<file path="src/sv/sfsc_pkg.sv">
package sfsc_pkg;

  localparam int TEMP_W     = 8;
  localparam int DUTY_W     = 6;
  localparam int CFG_IDX_W  = 3;
  localparam int CFG_DATA_W = 8;

  localparam int unsigned PWM_PERIOD_DEF = 50;

  localparam logic [DUTY_W-1:0] KICK_DUTY  = DUTY_W'(45);
  localparam logic [DUTY_W-1:0] FAULT_DUTY = DUTY_W'(49);
  localparam int                HYST       = 2;

  // Register indexes on the configuration channel.
  localparam logic [CFG_IDX_W-1:0] REG_BAND1_TEMP = 3'd0;
  localparam logic [CFG_IDX_W-1:0] REG_BAND2_TEMP = 3'd1;
  localparam logic [CFG_IDX_W-1:0] REG_BAND3_TEMP = 3'd2;
  localparam logic [CFG_IDX_W-1:0] REG_ALARM_TEMP = 3'd3;
  localparam logic [CFG_IDX_W-1:0] REG_BAND1_DUTY = 3'd4;
  localparam logic [CFG_IDX_W-1:0] REG_BAND2_DUTY = 3'd5;
  localparam logic [CFG_IDX_W-1:0] REG_BAND3_DUTY = 3'd6;

  localparam logic [TEMP_W-1:0] BAND1_TEMP_RST = 8'd30;
  localparam logic [TEMP_W-1:0] BAND2_TEMP_RST = 8'd45;
  localparam logic [TEMP_W-1:0] BAND3_TEMP_RST = 8'd60;
  localparam logic [TEMP_W-1:0] ALARM_TEMP_RST = 8'd75;
  localparam logic [DUTY_W-1:0] BAND1_DUTY_RST = 6'd10;
  localparam logic [DUTY_W-1:0] BAND2_DUTY_RST = 6'd25;
  localparam logic [DUTY_W-1:0] BAND3_DUTY_RST = 6'd48;

  // Item kinds.
  localparam logic OP_TICK   = 1'b0;
  localparam logic OP_SAMPLE = 1'b1;

endpackage

</file>
<file path="src/sv/sfsc_if.sv">
interface sfsc_item_if;
  import sfsc_pkg::*;
  logic              valid;
  logic              ready;
  logic              op;
  logic [TEMP_W-1:0] temp_reading;
  logic              sensor_fault;
  modport source (output valid, output op, output temp_reading, output sensor_fault,
                  input ready);
  modport sink (input valid, input op, input temp_reading, input sensor_fault,
                output ready);
endinterface

interface sfsc_result_if;
  import sfsc_pkg::*;
  logic              valid;
  logic              ready;
  logic              fan_on;
  logic [DUTY_W-1:0] duty_now;
  logic              alarm_on;
  modport source (output valid, output fan_on, output duty_now, output alarm_on,
                  input ready);
  modport sink (input valid, input fan_on, input duty_now, input alarm_on,
                output ready);
endinterface

interface sfsc_cfg_if;
  import sfsc_pkg::*;
  logic                  valid;
  logic                  ready;
  logic [CFG_IDX_W-1:0]  index;
  logic [CFG_DATA_W-1:0] data;
  modport source (output valid, output index, output data, input ready);
  modport sink (input valid, input index, input data, output ready);
endinterface

</file>
<file path="src/sv/stepped_fan_speed_controller_core.sv">
// Stepped fan controller. Each request is either a PWM tick (op 0) or a temperature
// sample (op 1) and gives exactly one result with the fan level, the duty in force and
// the buzzer level. Requests are taken into an input register, evaluated by a single pass
// of compare logic against the current state and the result register, so one request is
// accepted every cycle while the result side keeps up; its result passes the input and
// then the result register. The input register frees itself whenever the result register
// can take a new value, so a waiting result stalls new requests only once the input
// register is full. Bands select band1..band3 duty with a 2-degree hysteresis on the way
// down, the first sample after the fan stopped gives a kick duty of 45, a faulty sensor
// forces duty 49, and a tick steps a counter of PWM_PERIOD steps. Configuration writes
// are always accepted and should only be issued while no request is in flight.
module stepped_fan_speed_controller_core #(
  parameter int unsigned PWM_PERIOD = sfsc_pkg::PWM_PERIOD_DEF
) (
  input logic           clk,
  input logic           rst,
  sfsc_cfg_if.sink      cfg,
  sfsc_item_if.sink     item,
  sfsc_result_if.source result
);
  import sfsc_pkg::*;

  localparam int CNT_W = $clog2(PWM_PERIOD);
  localparam int CMP_W = (CNT_W > DUTY_W) ? CNT_W : DUTY_W;
  localparam int EXT_W = TEMP_W + 1;

  // Configuration registers.
  logic [TEMP_W-1:0] band1_temp;
  logic [TEMP_W-1:0] band2_temp;
  logic [TEMP_W-1:0] band3_temp;
  logic [TEMP_W-1:0] alarm_temp;
  logic [DUTY_W-1:0] band1_duty;
  logic [DUTY_W-1:0] band2_duty;
  logic [DUTY_W-1:0] band3_duty;

  // Controller state.
  logic [DUTY_W-1:0] band_duty;
  logic              fan_running;
  logic [DUTY_W-1:0] duty_level;
  logic [CNT_W-1:0]  pwm_count;
  logic              alarm_flag;
  logic              fan_level;

  logic [DUTY_W-1:0] band_duty_next;
  logic              fan_running_next;
  logic [DUTY_W-1:0] duty_level_next;
  logic [CNT_W-1:0]  pwm_count_next;
  logic              alarm_flag_next;
  logic              fan_level_next;

  // Input register.
  logic              in_valid;
  logic              in_op;
  logic [TEMP_W-1:0] in_temp;
  logic              in_fault;

  // Result register.
  logic              out_valid;
  logic              out_fan_on;
  logic [DUTY_W-1:0] out_duty;
  logic              out_alarm;

  logic              advance;
  logic [EXT_W-1:0]  temp_ext;
  logic [EXT_W-1:0]  temp_hyst;
  logic [CMP_W-1:0]  count_ext;
  logic [CMP_W-1:0]  duty_ext;

  assign cfg.ready  = 1'b1;
  assign advance    = in_valid && (!out_valid || result.ready);
  assign item.ready = !in_valid || advance;

  assign result.valid    = out_valid;
  assign result.fan_on   = out_fan_on;
  assign result.duty_now = out_duty;
  assign result.alarm_on = out_alarm;

  always_ff @(posedge clk) begin
    if (rst) begin
      band1_temp <= BAND1_TEMP_RST;
      band2_temp <= BAND2_TEMP_RST;
      band3_temp <= BAND3_TEMP_RST;
      alarm_temp <= ALARM_TEMP_RST;
      band1_duty <= BAND1_DUTY_RST;
      band2_duty <= BAND2_DUTY_RST;
      band3_duty <= BAND3_DUTY_RST;
    end else if (cfg.valid) begin
      case (cfg.index)
        REG_BAND1_TEMP: band1_temp <= cfg.data;
        REG_BAND2_TEMP: band2_temp <= cfg.data;
        REG_BAND3_TEMP: band3_temp <= cfg.data;
        REG_ALARM_TEMP: alarm_temp <= cfg.data;
        REG_BAND1_DUTY: band1_duty <= cfg.data[DUTY_W-1:0];
        REG_BAND2_DUTY: band2_duty <= cfg.data[DUTY_W-1:0];
        REG_BAND3_DUTY: band3_duty <= cfg.data[DUTY_W-1:0];
        default: ;
      endcase
    end
  end

  // "temp < threshold - 2" is evaluated as "temp + 2 < threshold" so that it never wraps.
  assign temp_ext  = {1'b0, in_temp};
  assign temp_hyst = temp_ext + EXT_W'(HYST);
  assign count_ext = CMP_W'(pwm_count);
  assign duty_ext  = CMP_W'(duty_level);

  always_comb begin
    band_duty_next   = band_duty;
    fan_running_next = fan_running;
    duty_level_next  = duty_level;
    pwm_count_next   = pwm_count;
    alarm_flag_next  = alarm_flag;
    fan_level_next   = fan_level;
    if (in_op == OP_TICK) begin
      if (duty_level == '0) begin
        fan_level_next = 1'b0;
      end else if (duty_ext == CMP_W'(PWM_PERIOD)) begin
        fan_level_next = 1'b1;
      end else begin
        fan_level_next = (count_ext <= duty_ext);
      end
      if (pwm_count == CNT_W'(PWM_PERIOD - 1)) begin
        pwm_count_next = '0;
      end else begin
        pwm_count_next = pwm_count + CNT_W'(1);
      end
    end else if (in_fault) begin
      duty_level_next = FAULT_DUTY;
      alarm_flag_next = 1'b0;
    end else begin
      alarm_flag_next = 1'b0;
      if (in_temp >= band1_temp) begin
        if (in_temp < band2_temp) begin
          if (band_duty != band2_duty || temp_hyst < {1'b0, band2_temp}) begin
            band_duty_next = band1_duty;
          end
        end else if (in_temp < band3_temp) begin
          if (band_duty != band3_duty || temp_hyst < {1'b0, band3_temp}) begin
            band_duty_next = band2_duty;
          end
        end else begin
          band_duty_next  = band3_duty;
          alarm_flag_next = (in_temp > alarm_temp);
        end
        if (!fan_running) begin
          duty_level_next  = KICK_DUTY;
          fan_running_next = 1'b1;
        end else begin
          duty_level_next = band_duty_next;
        end
      end else if (temp_hyst < {1'b0, band1_temp}) begin
        duty_level_next  = '0;
        fan_running_next = 1'b0;
      end
    end
  end

  always_ff @(posedge clk) begin
    if (rst) begin
      in_valid    <= 1'b0;
      out_valid   <= 1'b0;
      band_duty   <= '0;
      fan_running <= 1'b0;
      duty_level  <= '0;
      pwm_count   <= '0;
      alarm_flag  <= 1'b0;
      fan_level   <= 1'b0;
    end else begin
      if (item.valid && item.ready) begin
        in_valid <= 1'b1;
      end else if (advance) begin
        in_valid <= 1'b0;
      end
      if (advance) begin
        out_valid   <= 1'b1;
        band_duty   <= band_duty_next;
        fan_running <= fan_running_next;
        duty_level  <= duty_level_next;
        pwm_count   <= pwm_count_next;
        alarm_flag  <= alarm_flag_next;
        fan_level   <= fan_level_next;
      end else if (result.ready) begin
        out_valid <= 1'b0;
      end
    end
  end

  always_ff @(posedge clk) begin
    if (item.valid && item.ready) begin
      in_op    <= item.op;
      in_temp  <= item.temp_reading;
      in_fault <= item.sensor_fault;
    end
    if (advance) begin
      out_fan_on <= fan_level_next;
      out_duty   <= duty_level_next;
      out_alarm  <= alarm_flag_next;
    end
  end

endmodule

</file>
<file path="src/flat_wrapper.sv">
// flat-port wrapper written by rule: the top's interface ports become plain ports
module stepped_fan_speed_controller_core_flat import sfsc_pkg::*;
#(
  parameter int unsigned PWM_PERIOD = sfsc_pkg::PWM_PERIOD_DEF
)
  (clk, rst, cfg_valid, cfg_index, cfg_data, cfg_ready, item_valid, item_op, item_temp_reading, item_sensor_fault, item_ready, result_valid, result_fan_on, result_duty_now, result_alarm_on, result_ready);
  sfsc_cfg_if cfg_i ();
  sfsc_item_if item_i ();
  sfsc_result_if result_i ();
  input logic clk;
  input logic rst;
  input wire logic [$bits(cfg_i.valid)-1:0] cfg_valid;
  input wire logic [$bits(cfg_i.index)-1:0] cfg_index;
  input wire logic [$bits(cfg_i.data)-1:0] cfg_data;
  output wire logic [$bits(cfg_i.ready)-1:0] cfg_ready;
  input wire logic [$bits(item_i.valid)-1:0] item_valid;
  input wire logic [$bits(item_i.op)-1:0] item_op;
  input wire logic [$bits(item_i.temp_reading)-1:0] item_temp_reading;
  input wire logic [$bits(item_i.sensor_fault)-1:0] item_sensor_fault;
  output wire logic [$bits(item_i.ready)-1:0] item_ready;
  output wire logic [$bits(result_i.valid)-1:0] result_valid;
  output wire logic [$bits(result_i.fan_on)-1:0] result_fan_on;
  output wire logic [$bits(result_i.duty_now)-1:0] result_duty_now;
  output wire logic [$bits(result_i.alarm_on)-1:0] result_alarm_on;
  input wire logic [$bits(result_i.ready)-1:0] result_ready;
  assign cfg_i.valid = cfg_valid;
  assign cfg_i.index = cfg_index;
  assign cfg_i.data = cfg_data;
  assign cfg_ready = cfg_i.ready;
  assign item_i.valid = item_valid;
  assign item_i.op = item_op;
  assign item_i.temp_reading = item_temp_reading;
  assign item_i.sensor_fault = item_sensor_fault;
  assign item_ready = item_i.ready;
  assign result_valid = result_i.valid;
  assign result_fan_on = result_i.fan_on;
  assign result_duty_now = result_i.duty_now;
  assign result_alarm_on = result_i.alarm_on;
  assign result_i.ready = result_ready;
  stepped_fan_speed_controller_core #(.PWM_PERIOD(PWM_PERIOD)) u_core (.clk(clk), .rst(rst), .cfg(cfg_i), .item(item_i), .result(result_i));
endmodule
</file>
<file path="config.mk">
export PLATFORM = sky130hd
export DESIGN_NAME = stepped_fan_speed_controller_core_flat
export DESIGN_NICKNAME = d
export VERILOG_FILES = /design/src/sv/sfsc_pkg.sv /design/src/sv/sfsc_if.sv /design/src/sv/stepped_fan_speed_controller_core.sv /design/src/flat_wrapper.sv
export SDC_FILE = /design/constraint.sdc
export NUM_CORES = 1
export LEC_CHECK = 0
export BUFFER_PORTS_ARGS = -buffer_cell sky130_fd_sc_hd__buf_2
export CAP_MARGIN = 20
export CORE_UTILIZATION = 50
export DETAILED_ROUTE_END_ITERATION = 8
export GPL_TIMING_DRIVEN = 1
export MAX_ROUTING_LAYER = met4
export PLACE_DENSITY = 0.68
export SLEW_MARGIN = 20
export SYNTH_ARGS = -nofsm -noshare
export SYNTH_HDL_FRONTEND = slang
export SYNTH_SLANG_ARGS = --single-unit
export TNS_END_PERCENT = 30
</file>
<file path="constraint.sdc">
create_clock -name clk -period 8.75 [get_ports clk]
set_input_delay 0.875 -clock clk [delete_from_list [all_inputs] [get_ports clk]]
set_output_delay 0.875 -clock clk [all_outputs]
set_load 0.02 [all_outputs]
</file>
==> results.tsv <==
metric	value	unit
status	finished, final reports clean	
cts-resized-gates	0	
cp.buffers_inverters	0	
slew_headroom	42.00	%
period_share	38.99	%
grt_usage	27.31	%
hold_violations	0	
syn_area_per_cell	9.065	um^2
overflow	0	
synthCells	596	
cts_tree	done	
n_antenna_cell	0	
drc	0	
tightest_slew	866.8	ps
wl_per_cell	17.91	um
drv_slew	0	
critPathMaxFanout	9	
synth_xor_area_share	3.566	%
clk_pin_slew	90	ps
fin_util	57.32	%
max_cap_viol_count	0	
final_common_cell	dfxtp_1	
ant_nets	0	
mostFrequentLayoutCells	dfxtp_1 (73), nand2_1 (70), ha_1 (60), inv_1 (51), nor2_1 (50)	
die_w	106.0	um
drt-initial-drc-count	253	
peakVddDrop	0.1018	mV
dr.pass1.iters	5	
io_buffer_count	35	
rsz0062_at_grt	no	
postCtsSetupBuffers	0	
cts-root-buf	clkbuf_8	
hp-class	reg2reg	
grt_pass1_vias	4384	
grt_pass1_wl	22.78	mm
worst_slack	5338	ps
ctsHoldBuffers	0	
syn-cell-area	5403	um^2
dieArea	11230	um^2
fmax	293.1	MHz
grt_max_degree	41	
cts-htree-levels	3	
setup_viol	0	
nFillCells	947	
critPathTopFamily	simple AND/OR/NAND/NOR gates	
place_hpwl	10.50	mm
num_vias	4406	
yosysUniqueCellTypes	60	
synthArstFlopShare	0	%
ys_seq_area_share	37.05	%
worstPathArrival	3540	ps
num_rows	37	
synth_compound_area_share	17.18	%
clock_path_buffers	2	
synth_edf_count	18	
fin_skew	9.788	ps
synthSimpleGateAreaFrac	17.11	%
cts_inserted_buffers	9	
cpPeakStageDelay	560	ps
synth.area.mux_share	6.137	%
synthFlopType	dfxtp_1	
vias_per_cell	5.730	
ys_seq_elements	91	
fin_nets	714	
dieHeight	106.0	um
setup_tns	0	ps
antenna_found_initial	0	
power-per-cell-area	162.6	nW/um^2
yosysWarnings	0	
path_cells	ha_1 -> nand3_1 -> xnor2_1 -> ha_1 -> and4_1 -> a21oi_1 -> nand3_1 -> o21a_1 -> or3_1 -> a22oi_1 -> o211ai_1	
crit_path_top_delay_cell	edfxtp_1	
synthToLayoutAreaGrowth	10.51	%
synth_top_area_share	27.05	%
pin_count	37	
initial_core_util	51.87	%
synthAdderAreaFrac	13.90	%
finalCriticalPeriod	3412	ps
synth_top_family_by_area	compound AO/OA/AOI/OAI gates	
worstSetupStartpointType	flip-flop	
yosysTopAreaCell	dfxtp_1	
p_leak	2.478	nW
synthTopCellsByArea	dfxtp_1 (27%), ha_1 (14%), edfxtp_1 (10%), nand2_1 (4.9%), mux2i_1 (4.8%)	
pre_cts_ws	5395	ps
place_congestion	0.8740	
syn_nets	682	
core	10420	um^2
drt-total-wl	13.77	mm
end_kind	flip-flop	
clock_sinks	91	
cp.required	8870	ps
layout-drive-gt1-share	11.22	%
insertion_delay	380	ps
path_class	reg2reg	
registers in the layout, indices dropped and copies added (netlist names), 8 cells and up:
| signal | count |
|---|---|
| u_core.alarm_temp | 8 |
| u_core.band1_temp | 8 |
| u_core.band2_temp | 8 |
| u_core.band3_temp | 8 |
| u_core.in_temp | 8 |
worst register-to-register path, cell delays in order, from the launching register on:
cell and delay, ps:
edfxtp_1 560, ha_1 290, nand3_1 120, xnor2_1 350
ha_1 310, and4_1 210, a21oi_1 140, nand3_1 150
o21a_1 290, or3_1 350, a22oi_1 270, o211ai_1 120
cells in the mapped netlist, types with 3 or more instances:
master and count:
a31oi_1 8, xor2_1 11, or3_1 4, o32ai_1 3, clkbuf_1 11, nand4_1 8
a221oi_1 3, and2_1 6, a22oi_1 3, o2111ai_1 4, dfxtp_1 73, nor3_1 9
nand2_1 70, edfxtp_1 18, ha_1 60, o211ai_1 24, nand3_1 13, a21oi_1 23
nor2b_1 10, o21a_1 3, nand2b_1 9, and3_1 8, a21o_1 8, mux2i_1 26
mux2_2 5, xnor2_1 11, a211oi_2 3, nor2_1 50, o21ai_1 4, o21ai_0 16
buf_1 3, inv_1 51
layer usage:
| metal | GRT usage [%] | wire length (um) | vias to the layer above |
|---|---|---|---|
| met4 | 8.036 | 218 | 0 |
| met3 | 4.047 | 603 | 17 |
| li1 | - | - | 2191 |
| met5 | - | 0 | - |
| met1 | 37.21 | 6621 | 2112 |
| met2 | 42.16 | 6328 | 86 |
report_power, final:
group          leakage, nW  total [mW]  switching (mW)  internal [mW]
clock network        0.134       0.379           0.158          0.221
logic                 1.58       0.135          0.0838         0.0514
registers            0.766       0.456          0.0144          0.442
worst paths after layout:
path / depth (start not counted) / startpoint / to / slack [ps]
max: 11 / u_core.in_temp[1] / u_core.result.duty_now[2] / 5340
min: 2 / u_core.band2_temp[4] / u_core.band2_temp[4] / 460
max reg2reg: 11 / u_core.in_temp[1] / u_core.result.duty_now[2] / 5340
min reg2reg: 2 / u_core.band2_temp[4] / u_core.band2_temp[4] / 460
cell families after synthesis:
family	after synthesis
and+or+nand+nor	196
AOI/OAI and AO/OA	125
DFF	91
buffers and inverters	69
adders and majority gates	60
muxes	32
xor gates and xnor gates	22
other	1
metrics by stage:
step           hold WS [ps]  power, mW  cell area (um^2)  instances
6_report              463.8     0.9706              5971        769
5_1_grt               493.1      1.014              5971        769
4_1_cts               465.3     0.9759              5971        769
3_5_place_dp          452.6     0.5993              5700        753
3_3_place_gp          444.4     0.5955              5700        753
2_1_floorplan         436.3     0.5562              5403        596
final cells by class:
cell class	instances	area, um^2	share of cell area (%)
clock inverter	7	146.4	2.452
timing repair buffer	39	205.2	3.437
inverter	51	191.4	3.206
tap	136	170.2	2.850
multi-input combinational	436	3132	52.45
sequential	91	2002	33.53
clock buffer	9	123.9	2.075
No activity file was read; power rests on OpenSTA's default activity.
